--- src/rtl/ascd_pkg.sv ---
// Shared types, constants and command text for the ASCII score command decoder.
`default_nettype none

package ascd_pkg;

  localparam logic [9:0] SCORE_MAX = 10'd999;
  localparam logic [1:0] SLOT_MAX  = 2'd3;

  localparam logic [7:0] CHAR_CR = 8'h0D;
  localparam logic [7:0] CHAR_LF = 8'h0A;

  // Bit positions of the commands in the prefix match mask
  localparam int unsigned CMD_COUNT = 5;
  localparam int unsigned BIT_SEL   = 0;
  localparam int unsigned BIT_ANG   = 1;
  localparam int unsigned BIT_SCR   = 2;
  localparam int unsigned BIT_GO    = 3;
  localparam int unsigned BIT_RB    = 4;

  localparam logic [2:0] SEL_ARG_START = 3'd7;
  localparam logic [2:0] SCR_ARG_START = 3'd5;

  // Command text, first character in the top byte, short commands zero padded
  localparam logic [55:0] TEXT_SEL = "CC:SEL,";
  localparam logic [55:0] TEXT_ANG = {"CC:A,", 16'h0000};
  localparam logic [55:0] TEXT_SCR = {"CC:S,", 16'h0000};
  localparam logic [55:0] TEXT_GO  = "CC:GO,1";
  localparam logic [55:0] TEXT_RB  = {"CC:RB", 16'h0000};

  // Command decoded at the end of a line
  typedef enum logic [2:0] {
    OP_NONE = 3'd0,
    OP_SEL  = 3'd1,
    OP_SCR  = 3'd2,
    OP_GO   = 3'd3,
    OP_RB   = 3'd4
  } op_t;

  // Request from the line parser to the score unit
  typedef struct packed {
    op_t        op;
    logic       negative;
    logic [9:0] accum;
  } line_cmd_t;

  // Argument parse phase
  typedef enum logic [3:0] {
    PH_LEAD = 4'b0001,
    PH_SIGN = 4'b0010,
    PH_DIGS = 4'b0100,
    PH_DONE = 4'b1000
  } phase_t;

  // Length of command k in characters
  function automatic logic [2:0] cmd_len(input int unsigned k);
    logic [2:0] len;
    case (k)
      BIT_SEL: len = 3'd7;
      BIT_GO:  len = 3'd7;
      default: len = 3'd5;
    endcase
    return len;
  endfunction

  // Character p of command k
  function automatic logic [7:0] cmd_char(input int unsigned k, input logic [2:0] p);
    logic [55:0] t;
    case (k)
      BIT_SEL: t = TEXT_SEL;
      BIT_ANG: t = TEXT_ANG;
      BIT_SCR: t = TEXT_SCR;
      BIT_GO:  t = TEXT_GO;
      default: t = TEXT_RB;
    endcase
    return t[8 * (6 - int'(p)) +: 8];
  endfunction

endpackage

`default_nettype wire

--- src/rtl/ascd_line_parser.sv ---
// Line assembly, prefix matching and decimal argument parsing.
`default_nettype none

module ascd_line_parser #(
  parameter int unsigned LINE_BUFFER_BYTES = 32
) (
  input  wire logic                clk,
  input  wire logic                rst,
  input  wire logic                fire,
  input  wire logic [7:0]          rx_byte,
  output ascd_pkg::line_cmd_t      cmd
);

  localparam int unsigned CNT_W = $clog2(LINE_BUFFER_BYTES);
  localparam logic [CNT_W-1:0] COUNT_LIMIT = CNT_W'(LINE_BUFFER_BYTES - 1);

  logic [CNT_W-1:0]     line_count, line_count_next;
  logic [4:0]           prefix_match, prefix_match_next;
  ascd_pkg::phase_t     arg_phase, arg_phase_next;
  logic                 arg_negative, arg_negative_next;
  logic [9:0]           arg_accum, arg_accum_next;

  logic        is_eol;
  logic        is_digit;
  logic        is_space;
  logic [13:0] digit_sum;
  logic [9:0]  digit_accum;
  logic        feed;

  assign is_eol   = (rx_byte == ascd_pkg::CHAR_CR) || (rx_byte == ascd_pkg::CHAR_LF);
  assign is_digit = (rx_byte >= "0") && (rx_byte <= "9");
  assign is_space = (rx_byte == 8'h20) || (rx_byte == 8'h09) ||
                    (rx_byte == 8'h0B) || (rx_byte == 8'h0C);

  // Times ten plus digit, saturated to the score limit
  assign digit_sum   = 14'(arg_accum) * 14'd10 + {10'd0, rx_byte[3:0]};
  assign digit_accum = (digit_sum > 14'(ascd_pkg::SCORE_MAX)) ? ascd_pkg::SCORE_MAX
                                                              : digit_sum[9:0];

  // Next line state and the command ending this line
  always_comb begin
    line_count_next   = line_count;
    prefix_match_next = prefix_match;
    arg_phase_next    = arg_phase;
    arg_negative_next = arg_negative;
    arg_accum_next    = arg_accum;
    feed              = 1'b0;
    cmd.op            = ascd_pkg::OP_NONE;
    cmd.negative      = arg_negative;
    cmd.accum         = arg_accum;

    if (is_eol) begin
      if (line_count != '0) begin
        if (prefix_match[ascd_pkg::BIT_SEL] &&
            line_count >= CNT_W'(ascd_pkg::cmd_len(ascd_pkg::BIT_SEL))) begin
          cmd.op = ascd_pkg::OP_SEL;
        end else if (prefix_match[ascd_pkg::BIT_ANG] &&
                     line_count >= CNT_W'(ascd_pkg::cmd_len(ascd_pkg::BIT_ANG))) begin
          cmd.op = ascd_pkg::OP_NONE;
        end else if (prefix_match[ascd_pkg::BIT_SCR] &&
                     line_count >= CNT_W'(ascd_pkg::cmd_len(ascd_pkg::BIT_SCR))) begin
          cmd.op = ascd_pkg::OP_SCR;
        end else if (prefix_match[ascd_pkg::BIT_GO] &&
                     line_count >= CNT_W'(ascd_pkg::cmd_len(ascd_pkg::BIT_GO))) begin
          cmd.op = ascd_pkg::OP_GO;
        end else if (prefix_match[ascd_pkg::BIT_RB] &&
                     line_count >= CNT_W'(ascd_pkg::cmd_len(ascd_pkg::BIT_RB))) begin
          cmd.op = ascd_pkg::OP_RB;
        end
      end
      line_count_next   = '0;
      prefix_match_next = '1;
      arg_phase_next    = ascd_pkg::PH_LEAD;
      arg_negative_next = 1'b0;
      arg_accum_next    = '0;
    end else if (line_count < COUNT_LIMIT) begin
      // Drop commands whose text differs at this position
      for (int unsigned k = 0; k < ascd_pkg::CMD_COUNT; k++) begin
        if (line_count < CNT_W'(ascd_pkg::cmd_len(k)) &&
            rx_byte != ascd_pkg::cmd_char(k, line_count[2:0])) begin
          prefix_match_next[k] = 1'b0;
        end
      end
      if (prefix_match_next[ascd_pkg::BIT_SEL]) begin
        feed = line_count >= CNT_W'(ascd_pkg::SEL_ARG_START);
      end else if (prefix_match_next[ascd_pkg::BIT_SCR]) begin
        feed = line_count >= CNT_W'(ascd_pkg::SCR_ARG_START);
      end
      // Argument: skip spaces, take a sign, then digits
      if (feed) begin
        unique case (arg_phase)
          ascd_pkg::PH_LEAD: begin
            if (is_space) begin
              arg_phase_next = ascd_pkg::PH_LEAD;
            end else if (rx_byte == "+") begin
              arg_phase_next = ascd_pkg::PH_SIGN;
            end else if (rx_byte == "-") begin
              arg_negative_next = 1'b1;
              arg_phase_next    = ascd_pkg::PH_SIGN;
            end else if (is_digit) begin
              arg_accum_next = digit_accum;
              arg_phase_next = ascd_pkg::PH_DIGS;
            end else begin
              arg_phase_next = ascd_pkg::PH_DONE;
            end
          end
          ascd_pkg::PH_SIGN, ascd_pkg::PH_DIGS: begin
            if (is_digit) begin
              arg_accum_next = digit_accum;
              arg_phase_next = ascd_pkg::PH_DIGS;
            end else begin
              arg_phase_next = ascd_pkg::PH_DONE;
            end
          end
          default: begin
            arg_phase_next = ascd_pkg::PH_DONE;
          end
        endcase
      end
      line_count_next = line_count + 1'b1;
    end else begin
      // Overlong line: drop it and this character
      line_count_next   = '0;
      prefix_match_next = '1;
      arg_phase_next    = ascd_pkg::PH_LEAD;
      arg_negative_next = 1'b0;
      arg_accum_next    = '0;
    end
  end

  // Advance line state on each processed request
  always_ff @(posedge clk) begin
    if (rst) begin
      line_count   <= '0;
      prefix_match <= '1;
      arg_phase    <= ascd_pkg::PH_LEAD;
      arg_negative <= 1'b0;
      arg_accum    <= '0;
    end else if (fire) begin
      line_count   <= line_count_next;
      prefix_match <= prefix_match_next;
      arg_phase    <= arg_phase_next;
      arg_negative <= arg_negative_next;
      arg_accum    <= arg_accum_next;
    end
  end

endmodule

`default_nettype wire

--- src/rtl/ascd_score_exec.sv ---
// Score, slot and best store state, command execution and the result register.
`default_nettype none

module ascd_score_exec (
  input  wire logic                clk,
  input  wire logic                rst,
  input  wire logic                fire,
  input  ascd_pkg::line_cmd_t      cmd,
  input  wire logic                cfg_valid,
  output logic                     cfg_ready,
  input  wire logic [9:0]          cfg_data,
  output logic                     ready,
  output logic                     out_valid,
  input  wire logic                out_ready,
  output logic                     out_kind,
  output logic [9:0]               out_value,
  output logic [1:0]               out_slot,
  output logic                     out_store_write
);

  logic [1:0] selected_slot;
  logic [9:0] live_score;
  logic [9:0] current_best;
  logic [9:0] best_store [4];

  logic [1:0] arg_slot;
  logic [9:0] arg_score;
  logic [9:0] cfg_best;
  logic       improved;

  // Take a register write only in a cycle that processes no request
  assign cfg_ready = !fire;
  assign ready     = !out_valid || out_ready;

  // Clamp the argument for each use
  assign arg_slot  = cmd.negative ? 2'd0 :
                     (cmd.accum > 10'(ascd_pkg::SLOT_MAX)) ? ascd_pkg::SLOT_MAX : cmd.accum[1:0];
  assign arg_score = cmd.negative ? 10'd0 :
                     (cmd.accum > ascd_pkg::SCORE_MAX) ? ascd_pkg::SCORE_MAX : cmd.accum;
  assign cfg_best  = (cfg_data > ascd_pkg::SCORE_MAX) ? ascd_pkg::SCORE_MAX : cfg_data;
  assign improved  = live_score > current_best;

  // Execute the command and load the result register
  always_ff @(posedge clk) begin
    if (rst) begin
      selected_slot <= 2'd0;
      live_score    <= 10'd0;
      current_best  <= 10'd0;
      for (int i = 0; i < 4; i++) begin
        best_store[i] <= 10'd0;
      end
      out_valid     <= 1'b0;
    end else begin
      if (cfg_valid && cfg_ready) begin
        current_best <= cfg_best;
      end
      if (fire && cmd.op != ascd_pkg::OP_NONE) begin
        out_valid <= 1'b1;
      end else if (out_ready) begin
        out_valid <= 1'b0;
      end
      if (fire) begin
        unique case (cmd.op)
          ascd_pkg::OP_SEL: begin
            selected_slot   <= arg_slot;
            current_best    <= best_store[arg_slot];
            out_kind        <= 1'b0;
            out_value       <= best_store[arg_slot];
            out_slot        <= arg_slot;
            out_store_write <= 1'b0;
          end
          ascd_pkg::OP_SCR: begin
            live_score      <= arg_score;
            out_kind        <= 1'b0;
            out_value       <= arg_score;
            out_slot        <= selected_slot;
            out_store_write <= 1'b0;
          end
          ascd_pkg::OP_GO: begin
            out_kind <= 1'b1;
            out_slot <= selected_slot;
            if (improved) begin
              current_best              <= live_score;
              best_store[selected_slot] <= live_score;
              out_value                 <= live_score;
              out_store_write           <= 1'b1;
            end else begin
              out_value       <= current_best;
              out_store_write <= 1'b0;
            end
          end
          ascd_pkg::OP_RB: begin
            out_kind        <= 1'b1;
            out_value       <= current_best;
            out_slot        <= selected_slot;
            out_store_write <= 1'b0;
          end
          default: begin
            out_kind        <= 1'b0;
            out_slot        <= selected_slot;
            out_store_write <= 1'b0;
          end
        endcase
      end
    end
  end

endmodule

`default_nettype wire

--- src/rtl/ascii_score_command_decoder.sv ---
// Top level of the ASCII score command decoder: input register, parser and score unit.
`default_nettype none

// Channel   Direction  Payload
// s_axis    in         s_tdata[7:0] = rx_byte
// m_axis    out        m_tuser = kind; m_tdata = value, slot, store_write
// cfg       in         cfg_data[9:0] = initial_best
//
// One character is accepted per cycle while the result register is not stalled; a command
// result for a CR or LF is offered on m_tvalid behind the input register and the result register.
// Reset (rst, synchronous) clears the line, the slot, the scores and all four stored bests.
// A stalled result register holds its request and back-pressures the input register,
// which takes one more character if it is empty before s_tready drops.

module ascii_score_command_decoder #(
  parameter int unsigned LINE_BUFFER_BYTES = 32
) (
  input  wire logic        clk,
  input  wire logic        rst,
  input  wire logic        s_tvalid,
  output logic             s_tready,
  input  wire logic [7:0]  s_tdata,   // [7:0] rx_byte
  output logic             m_tvalid,
  input  wire logic        m_tready,
  output logic [15:0]      m_tdata,   // [9:0] value, [11:10] slot, [12] store_write
  output logic             m_tuser,   // [0] kind
  input  wire logic        cfg_valid,
  output logic             cfg_ready,
  input  wire logic [9:0]  cfg_data
);

  logic                in_valid;
  logic [7:0]          in_byte;
  logic                exec_ready;
  logic                fire;
  ascd_pkg::line_cmd_t cmd;
  logic [9:0]          out_value;
  logic [1:0]          out_slot;
  logic                out_store_write;

  assign fire     = in_valid && exec_ready;
  assign s_tready = !in_valid || fire;

  // Hold the incoming character until the parser takes it
  always_ff @(posedge clk) begin
    if (rst) begin
      in_valid <= 1'b0;
    end else if (s_tready) begin
      in_valid <= s_tvalid;
    end
  end

  always_ff @(posedge clk) begin
    if (s_tvalid && s_tready) begin
      in_byte <= s_tdata;
    end
  end

  ascd_line_parser #(
    .LINE_BUFFER_BYTES(LINE_BUFFER_BYTES)
  ) u_parser (
    .clk     (clk),
    .rst     (rst),
    .fire    (fire),
    .rx_byte (in_byte),
    .cmd     (cmd)
  );

  ascd_score_exec u_exec (
    .clk             (clk),
    .rst             (rst),
    .fire            (fire),
    .cmd             (cmd),
    .cfg_valid       (cfg_valid),
    .cfg_ready       (cfg_ready),
    .cfg_data        (cfg_data),
    .ready           (exec_ready),
    .out_valid       (m_tvalid),
    .out_ready       (m_tready),
    .out_kind        (m_tuser),
    .out_value       (out_value),
    .out_slot        (out_slot),
    .out_store_write (out_store_write)
  );

  assign m_tdata = {3'b000, out_store_write, out_slot, out_value};

endmodule

`default_nettype wire

--- config.mk ---
export PLATFORM = sky130hd
export DESIGN_NAME = ascii_score_command_decoder
export DESIGN_NICKNAME = d
export VERILOG_FILES = /design/src/rtl/ascd_pkg.sv /design/src/rtl/ascd_line_parser.sv /design/src/rtl/ascd_score_exec.sv /design/src/rtl/ascii_score_command_decoder.sv
export SDC_FILE = /design/constraint.sdc
export NUM_CORES = 1
export LEC_CHECK = 0
export ABC_CLOCK_PERIOD_IN_PS = 3100
export BUFFER_PORTS_ARGS = -buffer_cell sky130_fd_sc_hd__buf_2
export CAP_MARGIN = 25
export CORE_MARGIN = 2
export CORE_UTILIZATION = 49
export CTS_CLUSTER_DIAMETER = 100
export CTS_CLUSTER_SIZE = 8
export DETAILED_ROUTE_END_ITERATION = 6
export PLACE_DENSITY = 0.69
export SYNTH_ARGS = -nofsm -noshare
export SYNTH_HDL_FRONTEND = slang
export SYNTH_SLANG_ARGS = --single-unit
--- constraint.sdc ---
create_clock -name clk -period 3.1 [get_ports clk]
set_input_delay 0.31 -clock clk [delete_from_list [all_inputs] [get_ports clk]]
set_output_delay 0.31 -clock clk [all_outputs]
set_load 0.01 [all_outputs]
---- Yosys cells after proc, flatten, opt, wreduce, memory -nomap -nowiden ----
Memory sizes are Yosys's and may differ from the RTL's.
Cells that the tools add are included.
word-level totals
  output and inout bits ................... 20
  register bits after elaboration ......... 71
  bits in writable memories ............... 40
  memories kept ........................... 1
cells by class
  add/sub/neg operators ................... 3
  $mul .................................... 1
  multiplexer cells ....................... 87
  shift operators ......................... 5
  order comparisons ....................... 12
  equality and inequality tests ........... 32
  reduce and logical (&&, ||, !) cells .... 40
  bitwise logic cells ..................... 1
memory list
  memory             words  width  read ports  clocked after Yosys merged registers in  wr ports  line                   source
  u_exec.best_store  4      10     1           0                                        4         ascd_score_exec.sv:24  logic [9:0] best_store [4];
operator list
  kind                     number
  $mux W56                 10
  $shiftx A56 B32 Y8       5
  $mux W10                 16
  $eq A8 B4 Y1 const B     5
  $ne A8 B8 Y1             5
  $pmux W10 S2             2
  $pmux W10 S4             1
  $mux W3                  11
  $mux W1                  31
  $mux W4                  7
  $eq A8 B6 Y1 const B     3
  $ne A3 B2 Y1 const B     8
  $gt A10 B10 Y1 const B   2
  $mux W5                  4
  $ne A4 B3 Y1 const B     4
  $logic_and A1 B1 Y1      15
  $add A14 B4 Y14          1
  $gt A14 B10 Y1 const B   1
  $mul A10 B3 Y13 const B  1
  $reduce_and A2 Y1        6
  $reduce_and A6 Y1        2
  $ge A5 B3 Y1 const B     2
  $gt A10 B10 Y1           1
  $gt A10 B2 Y1 const B    1
  other kinds (24)         37

---- Longest topological paths before layout ----
Gate-level depths: netlist (run 1).
  depth in word-level cells ............... 16
  mapped depth ............................ 13
  mapped depth without buffers ............ 12

---- Hierarchy ----
Synthesis (run 1) repeated with hierarchy kept, for this count alone.
unflattened totals
  cell total of the unflattened synthesis .. 847
  area total of the unflattened synthesis .. 7643.6 um^2
modules (own cells, without submodules)
  module                       cells each  area each (um^2)  times used  sequential area each (um^2)
  ascd_score_exec              469         4463.0            1           2082.0
  ascd_line_parser             359         2844.0            1           500.5
  ascii_score_command_decoder  19          336.6             1           260.2

---- Least setup slack after synthesis (run 1) ----
Ideal clock, no wire load.
  path kind ............................... register to register
  start point ............................. reg u_parser.arg_accum[1]
  end point ............................... reg u_parser.arg_accum[4]
  cell stages (with the launch flop) ...... 14
  data required time ...................... 3.013 ns
  path slack .............................. -0.322 ns
  buffers on the path ..................... 1
  setup time .............................. 0.087 ns
  arrival time ............................ 3.335 ns
  path through ............................ dfxtp_1 ha_1 ha_1 inv_1 fa_1 xnor2_1 nand2_1 nor4_1 xor2_1 and4_1 or3_1 clkbuf_1 or2_2 o31ai_1
between the ends
  cells in the longest elaborated chain, start to end .. 12
RTL lines
  item                    line                                              source
  start, declared         ascd_line_parser.sv:21                            logic [9:0] arg_accum, arg_accum_next;
  start signal, assigned  ascd_line_parser.sv:144                           arg_accum <= arg_accum_next;
  $mul A10 B3 Y13 (*)     ascd_line_parser.sv:36                            assign digit_sum = 14'(arg_accum) * 14'd10 + {10'd0, rx_byte[3:0]};
  $add A14 B4 Y14 (*)     ascd_line_parser.sv:36
  $gt A14 B10 Y1          ascd_line_parser.sv:37                            assign digit_accum = (digit_sum > 14'(ascd_pkg::SCORE_MAX)) ? ascd_pkg::SCORE_MAX
  $mux W10 (*)            ascd_line_parser.sv:37
  $mux W10 (*)            ascd_line_parser.sv:100, ascd_line_parser.sv:108
  $mux W10                ascd_line_parser.sv:97                            end else if (rx_byte == "-") begin
  $mux W10                ascd_line_parser.sv:95                            end else if (rx_byte == "+") begin
  $mux W10                ascd_line_parser.sv:93                            if (is_space) begin
  $pmux W10 S2 (*)        ascd_line_parser.sv:91                            unique case (arg_phase)
  $mux W10 (*)            ascd_line_parser.sv:90                            if (feed) begin
  $mux W10 (*)            ascd_line_parser.sv:76                            end else if (line_count < COUNT_LIMIT) begin
  $mux W10 (*)            ascd_line_parser.sv:52                            if (is_eol) begin
Mark *: on every way between the ends. The rest lies on a longest branch, timed or not. The select of a mux whose other input is x is not followed.
A chain may end at the register's enable or synchronous reset.

---- Worst setup path after layout (run 1) ----
  start point ............................. reg u_parser.arg_accum[3]
  end point ............................... reg u_parser.arg_accum[4]
Same word-level chain as after synthesis.

==> flow_summary.ini, run 1 <==
[logic_synthesis]
synthTopCellsByArea = edfxtp_1 (26%), dfxtp_1 (14%), ha_1 (5.7%), a21oi_1 (4.9%), and2_1 (3.6%)
synth_cells = 795
syn-cell-area_mm2 = 0.007218
yosys.area.top_type = edfxtp_1
async_flop_share = 0
synth_edf_count = 62
syn_avg_cell_area_um2 = 9.079
yosysUniqueCellTypes = 84
yosys_warnings = 0
yosysTopAreaCellShare = 0.2579
synth_top_flop_cell = edfxtp_1
ys_seq_elements = 111
synth_seq_area_share = 0.3938

[clock_tree]
cts.sinks = 111
worstSkewPairLatency_ns = 0.36
cts_buffers = 9
cts_buffer_depth = 2
clk_pin_slew_ns = 0.07
h-tree-depth = 3
cts_root_buf = clkbuf_16
cts_tree = done

[sta]
finalCritPeriodShare = 1.018
fmax_mhz = 316.9
finalCriticalPeriod_ns = 3.155
finClkSkew_ns = 0.01098
rsz0062_at_grt = yes
fin_setup_tns_ns = -0.07394
final_hold_viol_count = 0
slew_headroom = 0.3994
setup_viol = 4
maxSlewViolCount = 0
tightest_slew_ns = 0.8976
setup_ws_ns = -0.05547

[min_path]
holdPathStages = 1
hold_path_class = in -> reg

[setup_path]
r2r_cells = 13
critPathRequiredTime_ns = 3.37
path_delay_family = simple AND/OR/NAND/NOR gates
rr_startpoint = u_parser.arg_accum[3]
path_class = reg -> reg
cp_num_cells = 13
crit_start = u_parser.arg_accum[3]
worstPathCellList = ha_4 -> ha_4 -> inv_2 -> fa_2 -> nand2b_4 -> a21oi_4 -> nor4_2 -> or3_4 -> o41ai_4 -> o211ai_1 -> buf_4 -> or2_4 -> o31ai_4
critPathMaxFanout = 7
worstSetupEndpoint = u_parser.arg_accum[4]
cp.arrival_ns = 3.43
path_buf_inv = 2
r2r_setup_slack_ns = -0.06
end_kind = register
crit_path_start_kind = register
slowest_delay_ns = 0.43
crit_top_cell = ha_4
crit_path_top_delay_cell = or3_4
r2r-end = u_parser.arg_accum[4]

[cells_and_area]
final_core_util = 0.6127
layout.nets = 958
antenna_cells = 0
final_cell_mix = buf_4 (93), a21oi_1 (67), edfxtp_1 (62)
area_growth_syn_to_layout_pct = 22.90
stdcell_count = 1089
final_common_cell = buf_4
layout-drive-gt1-share = 0.2586

[global_routing]
grt_max_degree = 33
gr-usage-all-layers = 0.2653
grt-ovfl-total = 0
grt_pass1_vias = 6563
antenna_found_initial = 0
grt_pass1_wl_um = 33590

[pwr]
p_leak_uw = 0.003437
max-vdd-ir-drop_mv = 0.3142
p_per_area_mw_per_mm2 = 353.6
power_uw = 3137

[placement]
gp_congestion = 0.9432
port_buffers = 39
dp.cells = 1064
place_hpwl_um = 15180
post-place-ws_ns = -0.1429

[floorplanning]
ios = 43
start_util = 0.4985
core_area_mm2 = 0.01448
die_y_um = 125.4
std_cell_rows = 44
die_area_mm2 = 0.01572
dieWidth_um = 125.4

[drt]
drt_iter0_markers = 535
drc = 0
post_drt_wl_per_cell_um = 19.13
ant_nets = 0
drt_pass1_iterations = 6
drt_wl_total_um = 20830
vias = 6699
vias_per_cell = 6.152

[job]
cap_violations = 0

[run_status]
status = complete, but fails checks
violations = negative setup slack
routing by layer:
layer  vias to the layer above  part of all wire  GRT usage
li1                       3156                 -          -
met1                      3230              0.41     0.3332
met5                         -                 0          0
met3                        35             0.059    0.04407
met4                         0             0.027    0.09085
met2                       278              0.51     0.4639
worst register-to-register path: stages, from the launching register on:
cell and delay, ns:
dfxtp_2 0.34, ha_4 0.27, ha_4 0.13, inv_2 0.04, fa_2 0.35, nand2b_4 0.17, a21oi_4 0.14, nor4_2 0.06
or3_4 0.43, o41ai_4 0.33, o211ai_1 0.14, buf_4 0.19, or2_4 0.26, o31ai_4 0.23
logic make-up (layout without fill, tap and decap cells):
| kind of cell | after synthesis | in the layout | share of synthesized area |
|---|---|---|---|
| other cells | 1 | 3 | 0.0005195 |
| buf+inv | 77 | 185 | 0.04541 |
| compound gates | 239 | 239 | 0.2245 |
| mux | 14 | 14 | 0.02149 |
| simple gates | 292 | 292 | 0.2179 |
| flops | 111 | 111 | 0.3938 |
| fa+ha+maj | 35 | 35 | 0.06275 |
| xor+xnor | 26 | 26 | 0.03363 |
registers in the layout, summed over array words and instances, names as in the netlist:
signal	flops
u_exec.live_score	10
u_parser.arg_negative	1
in_byte	8
u_exec.out_slot	2
u_exec.out_valid	1
u_exec.out_store_write	1
u_parser.arg_accum	10
in_valid	1
u_exec.out_kind	1
u_exec.best_store	40
u_exec.current_best	10
u_exec.out_value	10
u_parser.arg_phase	4
u_parser.prefix_match	5
u_parser.line_count	5
u_exec.selected_slot	2
stage by stage:
step	hold WS, ns	cell area, um^2
4_1_cts	0.1178	8626
2_1_floorplan	0.4089	7272
3_3_place_gp	0.4713	8195
5_1_grt	0.1139	8871
3_5_place_dp	0.4732	8195
6_report	0.1271	8871
cells in the mapped netlist (all sizes together), types with 17 or more instances:
| cell type | count |
|---|---|
| clkbuf | 32 |
| nor3 | 26 |
| a21oi | 72 |
| ha | 33 |
| nand2 | 48 |
| dfxtp | 49 |
| inv | 30 |
| o21a | 17 |
| and2 | 44 |
| nor2 | 64 |
| nand3 | 19 |
| edfxtp | 62 |
| o21ai | 46 |
cell type report:
class | count | area, um^2
clock buffer | 10 | 229.0
clock inverter | 6 | 62.56
fill | 1219 | 5608
inverter | 30 | 112.6
multi-input combinational | 609 | 4385
sequential | 111 | 2853
tap | 184 | 230.2
timing repair buffer | 139 | 998.5
power by group:
part	internal (uW)	switching, uW	leakage [uW]	total [uW]
combinational	143	221	0.00231	364
sequential	1600	24.4	0.000987	1620
clock	568	583	0.000142	1150
total	2310	829	0.00344	3140
timing repair:
item                                    in CTS  in global routing
hold endpoints to repair                     0                  0
gates resized for setup                     12                 51
buffers inserted                             8                  1
hold buffers                                 0                  0
endpoints found under the setup margin      19                 58
gates cloned                                 0                  0
pin swaps                                    7                 22
worst min path at each step:
stage	startpoint	endpoint	slack [ns]
2_1_floorplan	s_tdata[0]	in_byte[0]	0.41
4_1_cts	s_tdata[0]	in_byte[0]	0.12
6_report	s_tdata[0]	in_byte[0]	0.13
5_1_grt	s_tdata[6]	in_byte[6]	0.11
3_5_place_dp	u_parser.prefix_match[4]	u_parser.prefix_match[4]	0.47
3_3_place_gp	u_parser.prefix_match[4]	u_parser.prefix_match[4]	0.47
No activity file was read; power rests on OpenSTA's default activity.
==> inputs of run 2 (changes only) <==
==> constraint.sdc (replaced) <==
create_clock -name clk -period 3.1 [get_ports clk]
set_input_delay 0.62 -clock clk [delete_from_list [all_inputs] [get_ports clk]]
set_output_delay 0.62 -clock clk [all_outputs]
set_load 0.01 [all_outputs]
==> run 2 against run 1 <==
  * The flow finishes with violations (design-rule violations, negative setup slack)
  * Combinational power about the same
  * Count of clock-buffer cells in the layout stayed put
  * Via count up 0.99%
  * Clock skew is 0.0057 ns higher
  * Critical path type unchanged
==> flow_summary.ini, run 2 (synthesized netlist as in run 1, its figures left out) <==
[run_status]
status = complete, but fails checks
violations = design-rule violations, negative setup slack

[cells_and_area]
antenna_cells = 0
post-route-cell-area_mm2 = 0.009029
final_cell_mix = buf_4 (105), a21oi_1 (66), edfxtp_1 (62)
final_common_cell = buf_4
layout-drive-gt1-share = 0.2759
area_growth_syn_to_layout_pct = 25.08
final_core_util = 0.6236
layout.nets = 970
largest-register = u_exec.best_store
largest_reg_flops = 40

[clock_tree]
worstSkewPairLatency_ns = 0.36
cts.sinks = 111
cts_root_buf = clkbuf_16
ctsHoldBuffers = 0
cts_buffers = 9
cts_buffer_depth = 2
h-tree-depth = 3
clk_pin_slew_ns = 0.07
cts_tree = done

[setup_path]
critPathRequiredTime_ns = 3.36
crit_path_start_kind = register
end_kind = register
r2r_cells = 13
path_class = reg -> reg
r2r_setup_slack_ns = -0.08
cp.arrival_ns = 3.45
r2r-end = u_parser.arg_accum[4]
critPathMaxFanout = 7
rr_startpoint = u_parser.arg_accum[1]

[min_path]
hold_path_class = in -> reg
min_to = in_byte[5]
worstHoldStart = s_tdata[5]
holdPathStages = 1

[floorplanning]
start_util = 0.4985
dieWidth_um = 125.4
ios = 43
die_y_um = 125.4
std_cell_rows = 44
core_area_mm2 = 0.01448
die_area_mm2 = 0.01572

[pwr]
p_per_area_mw_per_mm2 = 362.7
p_leak_uw = 0.003526
max-vdd-ir-drop_mv = 0.2559

[sta]
finalCriticalPeriod_ns = 3.183
tightest_slew_ns = 0.9143
slew_headroom = 0.3882
final_hold_viol_count = 0
maxSlewViolCount = 0
fmax_mhz = 314.1
hold_ws_ns = 0.4421
setup_viol = 9
finalCritPeriodShare = 1.027
finClkSkew_ns = 0.01670
setup_ws_ns = -0.08327
rsz0062_at_grt = yes

[drt]
ant_nets = 0
drt_wl_total_um = 21070
vias_per_cell = 6.144
drc = 1
drt_pass1_iterations = 7
post_drt_wl_per_cell_um = 19.13
vias = 6765
drt_iter0_markers = 699

[global_routing]
gr-usage-all-layers = 0.2571
grt-ovfl-total = 0
met1_usage = 0.3403
grt_pass1_wl_um = 32630
grtUsageMet3 = 0.03338
grtUsageMet2 = 0.4453
antenna_found_initial = 0
grt_max_degree = 22
busiest_layer = met2
grt_pass1_vias = 6332

[job]
cap_violations = 0

[placement]
place_hpwl_um = 14980
post-place-ws_ns = -0.2247
gp_congestion = 0.9360
placed_area_mm2 = 0.008255
port_buffers = 39
## run 2: worst max-delay path by stage
stage,from,end,slack (ns)
after CTS,u_parser.arg_accum[1],u_parser.arg_accum[1],-0.03
final,u_parser.arg_accum[1],u_parser.arg_accum[4],-0.08
after floorplan,u_parser.arg_accum[1],u_parser.arg_accum[4],-0.02
after global routing,u_parser.arg_accum[1],u_parser.arg_accum[4],-0.19
after global placement,u_parser.arg_accum[1],u_parser.arg_accum[6],-0.05
after detailed placement,u_parser.arg_accum[1],u_parser.arg_accum[6],-0.22
## run 2: metrics by stage
stage | power (uW) | instances | setup TNS, ns
after detailed placement | 2003 | 1072 | -1.432
after CTS | 3266 | 1092 | -0.07036
after floorplan | 1886 | 797 | -0.01963
after global placement | 1991 | 1072 | -0.2881
final | 3275 | 1101 | -0.3830
after global routing | 3372 | 1101 | -1.545
## run 2: final cells by class
cell class              count  area [um^2]
well taps                 184        230.2
fillers                  1184         5450
flip-flops and latches    111         2850
inverters                  30        112.6
clock inverters             6        97.59
repair buffers            151         1089
multi-input cells         609         4420
clock buffers              10        229.0
## run 2: timing repair
| action | CTS | global route |
|---|---|---|
| setup buffers | 4 | 9 |
| setup endpoints to repair | 10 | 62 |
| pin swaps | 18 | 14 |
| gates resized for setup | 21 | 49 |
## run 2: critical path, cell delays in order (launching register included)
cell,delay [ns]
dfxtp_2,0.34
ha_4,0.27
ha_4,0.13
inv_2,0.04
fa_2,0.35
buf_4,0.15
xnor2_2,0.14
buf_4,0.16
and3_1,0.15
a211o_1,0.22
and4_1,0.17
or3_4,0.46
or2_4,0.28
o31ai_4,0.24
## run 2: metal layers
metal / up-vias / share of wire
met3: 38 / 0.058
met5: - / 0
met1: 3276 / 0.42
met4: 0 / 0.020
li1: 3185 / -
met2: 266 / 0.50
## run 2: report_power, final
group	internal, uW	leakage (uW)	total (uW)	switching, uW
clock	723	0.000160	1290	569
sequential	1600	0.000987	1620	23.7
combinational	144	0.00238	361	217
total	2460	0.00353	3270	810
